## src/rtl/bta_pkg.sv

```systemverilog
// Shared types and constants for the block table allocator.
// No dependencies; imported by every module of the block.
package bta_pkg;

  localparam int BLOCK_BYTES_DEF   = 32;
  localparam int TABLE_ENTRIES_DEF = 16;

  localparam int CMD_W   = 2;
  localparam int SIZE_W  = 16;
  localparam int OFF_W   = 16;
  localparam int STAT_W  = 2;
  localparam int AOFF_W  = 9;
  localparam int PCT_W   = 7;

  // command codes
  localparam logic [CMD_W-1:0] CMD_ALLOC = 2'd0;
  localparam logic [CMD_W-1:0] CMD_FREE  = 2'd1;

  // result status codes
  localparam logic [STAT_W-1:0] ST_OK          = 2'd0;
  localparam logic [STAT_W-1:0] ST_ALLOC_FAIL  = 2'd1;
  localparam logic [STAT_W-1:0] ST_OUT_OF_POOL = 2'd2;

  // controller -> datapath
  typedef struct packed {
    logic              load;     // capture a new item
    logic              scan;     // one step of the downward free-run scan
    logic              mark;     // write one entry of the claimed run
    logic              seek;     // one step of the offset-to-index search
    logic              rd_load;  // take the read entry as the clear count
    logic              clear;    // clear one entry
    logic              finish;   // latch the result
    logic [STAT_W-1:0] status;
  } bta_cmd_t;

  // datapath -> controller
  typedef struct packed {
    logic is_alloc;
    logic is_free;
    logic size_zero;
    logic off_out;
    logic match;
    logic scan_last;
    logic mark_last;
    logic seek_hit;
    logic clear_done;
  } bta_sts_t;

endpackage

```

## src/rtl/bta_dp.sv

```systemverilog
// Datapath of the block table allocator: table memory, occupancy bits,
// scan/mark/clear pointers, usage counter and result registers. Uses bta_pkg.
module bta_dp
  import bta_pkg::*;
#(
  parameter int BLOCK_BYTES   = BLOCK_BYTES_DEF,
  parameter int TABLE_ENTRIES = TABLE_ENTRIES_DEF
) (
  input  logic              clk_i,
  input  logic              rst_ni,
  input  bta_cmd_t          cmd_i,
  output bta_sts_t          sts_o,
  input  logic [CMD_W-1:0]  cmd_in_i,
  input  logic [SIZE_W-1:0] alloc_size_i,
  input  logic [OFF_W-1:0]  free_offset_i,
  output logic [STAT_W-1:0] status_o,
  output logic [AOFF_W-1:0] alloc_offset_o,
  output logic [PCT_W-1:0]  usage_percent_o
);

  localparam int IW    = (TABLE_ENTRIES > 1) ? $clog2(TABLE_ENTRIES) : 1;
  localparam int CW    = $clog2(TABLE_ENTRIES + 1);
  localparam int POOL  = BLOCK_BYTES * TABLE_ENTRIES;
  localparam int PW    = $clog2(POOL + BLOCK_BYTES + 1);
  localparam int CMPW  = (PW > SIZE_W) ? PW : SIZE_W;

  logic [CW-1:0]     mem [TABLE_ENTRIES];
  logic [TABLE_ENTRIES-1:0] used_q;
  logic [CW-1:0]     cnt_q;

  logic [CMD_W-1:0]  cmd_q;
  logic [SIZE_W-1:0] size_q;
  logic [OFF_W-1:0]  off_q;

  logic [IW-1:0]     scan_idx_q;
  logic [CW-1:0]     run_q;
  logic [CMPW-1:0]   run_bytes_q;
  logic [CW-1:0]     need_q;
  logic [AOFF_W-1:0] aoff_q;

  logic [IW-1:0]     seek_idx_q;
  logic [CMPW-1:0]   base_q;

  logic [CW-1:0]     ptr_q;
  logic [CW-1:0]     remain_q;
  logic [CW-1:0]     rd_q;
  logic              rd_used_q;

  logic [STAT_W-1:0] res_status_q;
  logic [AOFF_W-1:0] res_aoff_q;
  logic [PCT_W-1:0]  res_pct_q;

  logic [PCT_W-1:0]  pct_tab [TABLE_ENTRIES+1];

  logic              scan_free;
  logic [CMPW-1:0]   run_bytes_nx;
  logic [CMPW-1:0]   base_nx;
  logic [CMPW-1:0]   scan_off;
  logic [IW-1:0]     ptr_idx;

  // usage percentage per used-entry count, worked out at elaboration
  for (genvar g = 0; g <= TABLE_ENTRIES; g++) begin : g_pct
    assign pct_tab[g] = PCT_W'((g * 100) / TABLE_ENTRIES);
  end

  assign ptr_idx      = ptr_q[IW-1:0];
  assign scan_free    = ~used_q[scan_idx_q];
  assign run_bytes_nx = run_bytes_q + CMPW'(BLOCK_BYTES);
  assign base_nx      = base_q + CMPW'(BLOCK_BYTES);
  assign scan_off     = CMPW'(scan_idx_q) * CMPW'(BLOCK_BYTES);

  always_comb begin
    sts_o.is_alloc   = (cmd_q == CMD_ALLOC);
    sts_o.is_free    = (cmd_q == CMD_FREE);
    sts_o.size_zero  = (size_q == '0);
    sts_o.off_out    = (CMPW'(off_q) >= CMPW'(POOL));
    // first free entry that brings the run to the requested bytes ends the search
    sts_o.match      = scan_free && (run_bytes_nx >= CMPW'(size_q));
    sts_o.scan_last  = (scan_idx_q == '0);
    sts_o.mark_last  = (remain_q == CW'(1));
    sts_o.seek_hit   = (base_nx > CMPW'(off_q));
    sts_o.clear_done = (remain_q == '0) || (ptr_q == CW'(TABLE_ENTRIES));
  end

  // run lengths; only used for entries whose occupancy bit is set
  always_ff @(posedge clk_i) begin
    if (cmd_i.mark) begin
      mem[ptr_idx] <= need_q;
    end
    if (cmd_i.seek && sts_o.seek_hit) begin
      rd_q <= mem[seek_idx_q];
    end
  end

  always_ff @(posedge clk_i or negedge rst_ni) begin
    if (!rst_ni) begin
      used_q       <= '0;
      cnt_q        <= '0;
      res_status_q <= ST_OK;
      res_aoff_q   <= '0;
      res_pct_q    <= '0;
    end else begin
      if (cmd_i.mark) begin
        used_q[ptr_idx] <= 1'b1;
        cnt_q           <= cnt_q + CW'(1);
      end else if (cmd_i.clear) begin
        used_q[ptr_idx] <= 1'b0;
        if (used_q[ptr_idx]) begin
          cnt_q <= cnt_q - CW'(1);
        end
      end
      if (cmd_i.finish) begin
        res_status_q <= cmd_i.status;
        res_aoff_q   <= aoff_q;
        res_pct_q    <= pct_tab[cnt_q];
      end
    end
  end

  always_ff @(posedge clk_i) begin
    if (cmd_i.load) begin
      cmd_q       <= cmd_in_i;
      size_q      <= alloc_size_i;
      off_q       <= free_offset_i;
      scan_idx_q  <= IW'(TABLE_ENTRIES - 1);
      run_q       <= '0;
      run_bytes_q <= '0;
      aoff_q      <= '0;
      seek_idx_q  <= '0;
      base_q      <= '0;
    end
    if (cmd_i.scan) begin
      if (sts_o.match) begin
        ptr_q    <= CW'(scan_idx_q);
        remain_q <= run_q + CW'(1);
        need_q   <= run_q + CW'(1);
        aoff_q   <= scan_off[AOFF_W-1:0];
      end else begin
        scan_idx_q <= scan_idx_q - IW'(1);
      end
      if (scan_free) begin
        run_q       <= run_q + CW'(1);
        run_bytes_q <= run_bytes_nx;
      end else begin
        run_q       <= '0;
        run_bytes_q <= '0;
      end
    end
    if (cmd_i.seek) begin
      if (sts_o.seek_hit) begin
        ptr_q     <= CW'(seek_idx_q);
        rd_used_q <= used_q[seek_idx_q];
      end else begin
        base_q     <= base_nx;
        seek_idx_q <= seek_idx_q + IW'(1);
      end
    end
    if (cmd_i.rd_load) begin
      remain_q <= rd_used_q ? rd_q : '0;
    end
    if (cmd_i.mark || cmd_i.clear) begin
      ptr_q    <= ptr_q + CW'(1);
      remain_q <= remain_q - CW'(1);
    end
  end

  assign status_o        = res_status_q;
  assign alloc_offset_o  = res_aoff_q;
  assign usage_percent_o = res_pct_q;

endmodule

```

## src/rtl/bta_ctrl.sv

```systemverilog
// Controller of the block table allocator: sequences scan, mark, seek and
// clear steps of the datapath. Uses bta_pkg command/status structs.
module bta_ctrl
  import bta_pkg::*;
(
  input  logic     clk_i,
  input  logic     rst_ni,
  input  logic     start,
  output logic     busy,
  output logic     done_o,
  output bta_cmd_t cmd_o,
  input  bta_sts_t sts_i
);

  typedef enum logic [2:0] {
    S_IDLE,
    S_DISPATCH,
    S_SCAN,
    S_MARK,
    S_SEEK,
    S_RDWAIT,
    S_CLEAR,
    S_FINISH
  } state_e;

  state_e            state_q, state_d;
  logic [STAT_W-1:0] stat_q, stat_d;
  logic              done_q;

  always_comb begin
    state_d = state_q;
    stat_d  = stat_q;
    cmd_o   = '0;
    cmd_o.status = stat_q;
    case (state_q)
      S_IDLE: begin
        if (start) begin
          cmd_o.load = 1'b1;
          state_d    = S_DISPATCH;
        end
      end
      S_DISPATCH: begin
        stat_d = ST_OK;
        if (sts_i.is_alloc) begin
          if (sts_i.size_zero) begin
            stat_d  = ST_ALLOC_FAIL;
            state_d = S_FINISH;
          end else begin
            state_d = S_SCAN;
          end
        end else if (sts_i.is_free) begin
          if (sts_i.off_out) begin
            stat_d  = ST_OUT_OF_POOL;
            state_d = S_FINISH;
          end else begin
            state_d = S_SEEK;
          end
        end else begin
          state_d = S_FINISH;
        end
      end
      S_SCAN: begin
        cmd_o.scan = 1'b1;
        if (sts_i.match) begin
          state_d = S_MARK;
        end else if (sts_i.scan_last) begin
          stat_d  = ST_ALLOC_FAIL;
          state_d = S_FINISH;
        end
      end
      S_MARK: begin
        cmd_o.mark = 1'b1;
        if (sts_i.mark_last) begin
          state_d = S_FINISH;
        end
      end
      S_SEEK: begin
        cmd_o.seek = 1'b1;
        if (sts_i.seek_hit) begin
          state_d = S_RDWAIT;
        end
      end
      S_RDWAIT: begin
        cmd_o.rd_load = 1'b1;
        state_d       = S_CLEAR;
      end
      S_CLEAR: begin
        if (sts_i.clear_done) begin
          state_d = S_FINISH;
        end else begin
          cmd_o.clear = 1'b1;
        end
      end
      S_FINISH: begin
        cmd_o.finish = 1'b1;
        state_d      = S_IDLE;
      end
      default: begin
        state_d = S_IDLE;
      end
    endcase
  end

  always_ff @(posedge clk_i or negedge rst_ni) begin
    if (!rst_ni) begin
      state_q <= S_IDLE;
      stat_q  <= ST_OK;
      done_q  <= 1'b0;
    end else begin
      state_q <= state_d;
      stat_q  <= stat_d;
      done_q  <= (state_q == S_FINISH);
    end
  end

  assign busy   = (state_q != S_IDLE);
  assign done_o = done_q;

endmodule

```

## src/rtl/block_table_allocator_top.sv

```systemverilog
// channel   | handshake        | payload
// ----------+------------------+----------------------------------------------
// command   | start / busy     | cmd_i, alloc_size_i, free_offset_i
// result    | done_o (strobe)  | status_o, alloc_offset_o, usage_percent_o
//
// An item is taken when start is high and busy is low; one result follows.
// Query or rejected item: dispatch, then finish; done_o follows finish.
// Allocate: the downward scan from the top tests one table entry per cycle,
// then the claimed run is written one entry per cycle. Free: a search up to
// the block index, a read of its run count, then entries cleared, one per cycle.
// Reset clears the occupancy bits at once; done_o is a one-cycle pulse that
// the receiver must take, busy stays high until the result is out.
// Top level of the block table allocator. Depends on bta_pkg, bta_ctrl, bta_dp.
module block_table_allocator_top
  import bta_pkg::*;
#(
  parameter int BLOCK_BYTES   = BLOCK_BYTES_DEF,
  parameter int TABLE_ENTRIES = TABLE_ENTRIES_DEF
) (
  input  logic              clk_i,
  input  logic              rst_ni,
  input  logic              start,
  output logic              busy,
  input  logic [CMD_W-1:0]  cmd_i,
  input  logic [SIZE_W-1:0] alloc_size_i,
  input  logic [OFF_W-1:0]  free_offset_i,
  output logic              done_o,
  output logic [STAT_W-1:0] status_o,
  output logic [AOFF_W-1:0] alloc_offset_o,
  output logic [PCT_W-1:0]  usage_percent_o
);

  bta_cmd_t cmd;
  bta_sts_t sts;

  bta_ctrl u_ctrl (
    .clk_i  (clk_i),
    .rst_ni (rst_ni),
    .start  (start),
    .busy   (busy),
    .done_o (done_o),
    .cmd_o  (cmd),
    .sts_i  (sts)
  );

  bta_dp #(
    .BLOCK_BYTES   (BLOCK_BYTES),
    .TABLE_ENTRIES (TABLE_ENTRIES)
  ) u_dp (
    .clk_i           (clk_i),
    .rst_ni          (rst_ni),
    .cmd_i           (cmd),
    .sts_o           (sts),
    .cmd_in_i        (cmd_i),
    .alloc_size_i    (alloc_size_i),
    .free_offset_i   (free_offset_i),
    .status_o        (status_o),
    .alloc_offset_o  (alloc_offset_o),
    .usage_percent_o (usage_percent_o)
  );

endmodule

```

## config.mk

```make
export PLATFORM = sky130hd
export DESIGN_NAME = block_table_allocator_top
export DESIGN_NICKNAME = d
export VERILOG_FILES = /design/src/rtl/bta_pkg.sv /design/src/rtl/bta_dp.sv /design/src/rtl/bta_ctrl.sv /design/src/rtl/block_table_allocator_top.sv
export SDC_FILE = /design/constraint.sdc
export NUM_CORES = 1
export LEC_CHECK = 0
export BUFFER_PORTS_ARGS = -buffer_cell sky130_fd_sc_hd__buf_2
export CAP_MARGIN = 20
export CELL_PAD_IN_SITES_DETAIL_PLACEMENT = 0
export CELL_PAD_IN_SITES_GLOBAL_PLACEMENT = 1
export CORE_ASPECT_RATIO = 1.5
export CORE_UTILIZATION = 30
export DETAILED_ROUTE_END_ITERATION = 6
export HOLD_SLACK_MARGIN = 0.02
export PLACE_DENSITY = 0.53
export SYNTH_ARGS = -nofsm -noshare
export SYNTH_HDL_FRONTEND = slang
export SYNTH_SLANG_ARGS = --single-unit
export TNS_END_PERCENT = 100
```

## constraint.sdc

```tcl
create_clock -name clk_i -period 8.1 [get_ports clk_i]
set_input_delay 0.81 -clock clk_i [delete_from_list [all_inputs] [get_ports clk_i]]
set_output_delay 0.81 -clock clk_i [all_outputs]
set_load 0.1 [all_outputs]
```

==> parameters.txt <==
Parameter                              Value

Status
  Result of the run    completed

Drt
  Initial DRC Count    261
  Avg Vias per Cell    4.67
  Count of vias placed by the detailed router    6481
  Detailed-router iteration count before antenna repair    4
  Final Routed Wirelength    about 25000 um
  Post-detailed-route wirelength per cell    around 18 um
  DRC Markers    0
  Remaining antenna violation count after routing    0

Timing
  Slew @ Worst Pin    890 ps
  Clk_skew    about 14 ps
  Final hold violations    0
  Unrepaired setup endpoints after global routing    no
  Final setup fails    0
  Final Cycle Share    0.477
  Post-route setup TNS    0 ps
  Worst slew slack as a fraction of its limit    0.401
  Crit path time final    3860 ps
  Max-slew violations    0
  Peak Freq    0.259 GHz

Worst setup path
  Data required time at the worst endpoint    8550 ps
  Setup Crit Path Kind    reg -> reg
  Max FO, Critical Path    8
  Kind of launch point of the worst setup path    register
  Category of the worst setup path capture point    register
  Worst path arrival time    4320 ps

Yosys
  Number of flops mapped to enable cells by yosys    around 150
  Number of warning messages in the yosys log    0
  Area share of and/or/nand/nor cells after synthesis    0.120
  Main combinational cell family by area after synthesis    simple AND/OR/NAND/NOR gates
  Post-synthesis instance area    10700 sq um
  Synth Area in Compound Gates    0.0811
  Fraction of synthesis flops using an asynchronous set or reset pin    0.197
  Distinct cells, synth    71
  Post-Syn Instances    840
  Area share of fa/ha/maj cells after synthesis    0.0546
  Proportion of synthesized area in mux cells    0.0905
  Post-Syn Nets    923
  Sequential fraction of the synthesis area    0.592
  Syn_area_per_cell    12.7 sq um
  Dominant synthesized flop cell    sky130_fd_sc_hd__edfxtp_1
  Number of flip-flops and latches in the synthesized netlist    229
  Post-Synth XOR/XNOR Area    0.0246

GRT
  Leftover overflow at the end of global routing    0
  Global Route Usage Sum    0.143
  Global-route wire length before repair    39600 um
  Maximum number of pins on one net before global-route repair    46
  Vias in the first global route    6991
  Initial antenna violation count    0

CTS
  Number of buffers created by CTS    25
  Max H-tree Level    1
  Hold bufs inserted after CTS    0
  CTS sink cnt    between 200 and 250
  Clock tree from TritonCTS    yes
  Clock slew at reported path FFs    60 ps
  Clock insertion delay at the later pin of the skew report    540 ps
  CTS max path bufs    3
  PostCTS Resize Cnt    0
  Buffers inserted by post-CTS timing repair    0
  Clock root buffer    sky130_fd_sc_hd__clkbuf_16

Worst hold path
  Class of the most critical hold timing path    in -> async

Place
  Routability cong.    0.727
  DPL Wire Length    ~18000 um
  Number of buffers inserted by port buffering    56
  Cell Area, Placed    11400 sq um

Cells and area
  Area of combinational cells with multiple inputs    3960 sq um
  Layout fillers    around 3.5k
  Most common cell after layout, fill and taps aside    sky130_fd_sc_hd__edfxtp_1
  Final design instance area without fill    between 10000 and 15000 sq um
  Number of nets in the finished design    978
  Most frequent cells in the layout    sky130_fd_sc_hd__edfxtp_1, sky130_fd_sc_hd__nand2_1, sky130_fd_sc_hd__inv_1
  Antenna cell count    0
  Combined flip-flop and latch cell area    between 6000 and 7000 sq um
  Area growth from synthesis to layout    14.6%
  Ratio of cells with drive above 1 in the final layout    0.155

Floorplanning
  Standard-cell rows    84
  Core ar.    35000 sq um
  Die span in y    233 um
  Die Footprint    36400 sq um
  Io pins    57
  Floorplan die width    between 150 and 200 um
  Initial cell density of the core    0.305

Power and ir drop
  Maximum VDD drop    0.000145 V
  Total power density per cell area    363 nW/um^2
  Static leakage    4.92 nW

Run
  Max-cap violations    0
[Yosys cell counts (3+ instances only)]
library cell	count	area, sq um
sky130_fd_sc_hd__o21ai_1	6	30.0
sky130_fd_sc_hd__dfxtp_1	33	661
sky130_fd_sc_hd__nor3_1	13	65.1
sky130_fd_sc_hd__a211oi_1	4	30.0
sky130_fd_sc_hd__dfrtp_1	45	1130
sky130_fd_sc_hd__a22o_1	3	26.3
sky130_fd_sc_hd__nor2_1	43	161
sky130_fd_sc_hd__nand4_1	8	50.1
sky130_fd_sc_hd__mux2_1	3	33.8
sky130_fd_sc_hd__or3_1	4	25.0
sky130_fd_sc_hd__o31ai_1	7	52.6
sky130_fd_sc_hd__xnor2_1	16	140
sky130_fd_sc_hd__o21ai_0	16	80.1
sky130_fd_sc_hd__and2_1	27	169
sky130_fd_sc_hd__nand2_1	92	345
sky130_fd_sc_hd__o21a_1	4	30.0
sky130_fd_sc_hd__xor2_1	14	123
sky130_fd_sc_hd__a21o_1	24	180
sky130_fd_sc_hd__edfxtp_1	151	4530
sky130_fd_sc_hd__clkbuf_1	19	71.3
sky130_fd_sc_hd__nand2b_1	12	75.1
sky130_fd_sc_hd__o22ai_1	3	18.8
sky130_fd_sc_hd__o211ai_1	5	37.5
sky130_fd_sc_hd__mux2i_1	14	140
sky130_fd_sc_hd__nand3_1	32	160
sky130_fd_sc_hd__buf_2	9	45.0
sky130_fd_sc_hd__a31oi_1	6	37.5
sky130_fd_sc_hd__nand3b_1	3	22.5
sky130_fd_sc_hd__inv_1	61	229
sky130_fd_sc_hd__a21oi_1	28	140
sky130_fd_sc_hd__mux4_2	34	766
sky130_fd_sc_hd__nor2b_1	8	50.1
sky130_fd_sc_hd__ha_1	45	563
sky130_fd_sc_hd__nor4_1	5	31.3
[where the power goes]
| group | leakage [nW] | switching (mW) | total, mW | internal, mW |
|---|---|---|---|---|
| Combinational | 2.30 | 0.924 | 1.52 | 0.601 |
| Sequential | 2.23 | 0.303 | 1.83 | 1.52 |
| Clock | 0.381 | 0.473 | 1.09 | 0.621 |
| Total | 4.92 | 1.70 | 4.44 | 2.74 |
[flip-flops by register name, summed over array words and instances (netlist names), 5 cells and up, named ones only]
name and flops:
u_dp.usage_percent_o 7, u_dp.remain_q 5, u_dp.mem 80, u_dp.base_q 16, u_dp.alloc_offset_o 9, u_dp.need_q 5
u_dp.size_q 16, u_dp.ptr_q 5, u_dp.run_q 5, u_dp.rd_q 5, u_dp.off_q 16, u_dp.cnt_q 5
u_dp.run_bytes_q 11, u_dp.aoff_q 9
[area by class of cell]
type,count,area share
Inverter,63,0.0193
Clock inverter,8,0.00430
Tap cell,473,0.0484
Sequential cell,229,0.517
Clock buffer,38,0.0593
Timing Repair Buffer,61,0.0274
Multi-Input combinational cell,515,0.324
[routing by layer]
metal,GRT usage,part of all wire
met3,0.0196,0.031
met4,0.0420,0.020
met1,0.154,0.39
met5,0,0
met2,0.283,0.56
[logic make-up (layout without fill, tap and decap cells)]
kind of cell,Yosys count,in the layout
and+or+nand+nor,261,261
DFF,229,229
AOI/OAI and AO/OA,126,126
buffers and inverters,96,170
muxes,52,52
adders and majority gates,46,46
xor gates and xnor gates,30,30
[worst paths after layout]
kind	from	end	slack (ps)	depth (start not counted)
setup / recovery	u_dp.base_q[5]$_DFF_P_	u_dp.ptr_q[0]$_DFF_P_	4240	14
hold / removal	rst_ni	asynchronous set/reset pin	390	2
setup reg to reg	u_dp.base_q[5]$_DFF_P_	u_dp.ptr_q[0]$_DFF_P_	4240	14
hold reg to reg	u_dp.aoff_q[4]$_DFF_P_	u_dp.alloc_offset_o[4]$_DFFE_PN0P_	430	2
max in group asynchronous	rst_ni	u_dp.alloc_offset_o[8]$_DFFE_PN0P_	7270	2
min in group clk_i	u_dp.aoff_q[4]$_DFF_P_	u_dp.alloc_offset_o[4]$_DFFE_PN0P_	430	2
[through the flow]
stage | instances | hold slack [ps] | util | power [mW] | setup WS, ps
floorplan | 840 | 408 | - | 2.97 | 4920
global placement | 1339 | 419 | 0.326 | 3.39 | 4170
detailed placement | 1339 | 421 | 0.326 | 3.40 | 4010
CTS | 1385 | 412 | 0.348 | 4.51 | 4000
global route | 1387 | 423 | 0.349 | 4.74 | 3780
finish | 1387 | 388 | 0.349 | 4.44 | 4240
[worst max-delay path, cell delays in order (launching register included)]
cell and delay [ps]:
sky130_fd_sc_hd__dfxtp_1 410, sky130_fd_sc_hd__ha_1 240, sky130_fd_sc_hd__nand3_1 160, sky130_fd_sc_hd__nor3_1 340
sky130_fd_sc_hd__nand3_1 140, sky130_fd_sc_hd__xnor2_1 160, sky130_fd_sc_hd__ha_1 290, sky130_fd_sc_hd__nand4_1 160
sky130_fd_sc_hd__nor4_1 390, sky130_fd_sc_hd__a21boi_1 210, sky130_fd_sc_hd__o41a_1 250, sky130_fd_sc_hd__nand3_1 330
sky130_fd_sc_hd__inv_1 360, sky130_fd_sc_hd__a2111oi_0 110, sky130_fd_sc_hd__a211oi_1 230
No activity file was read; power rests on OpenSTA's default activity.
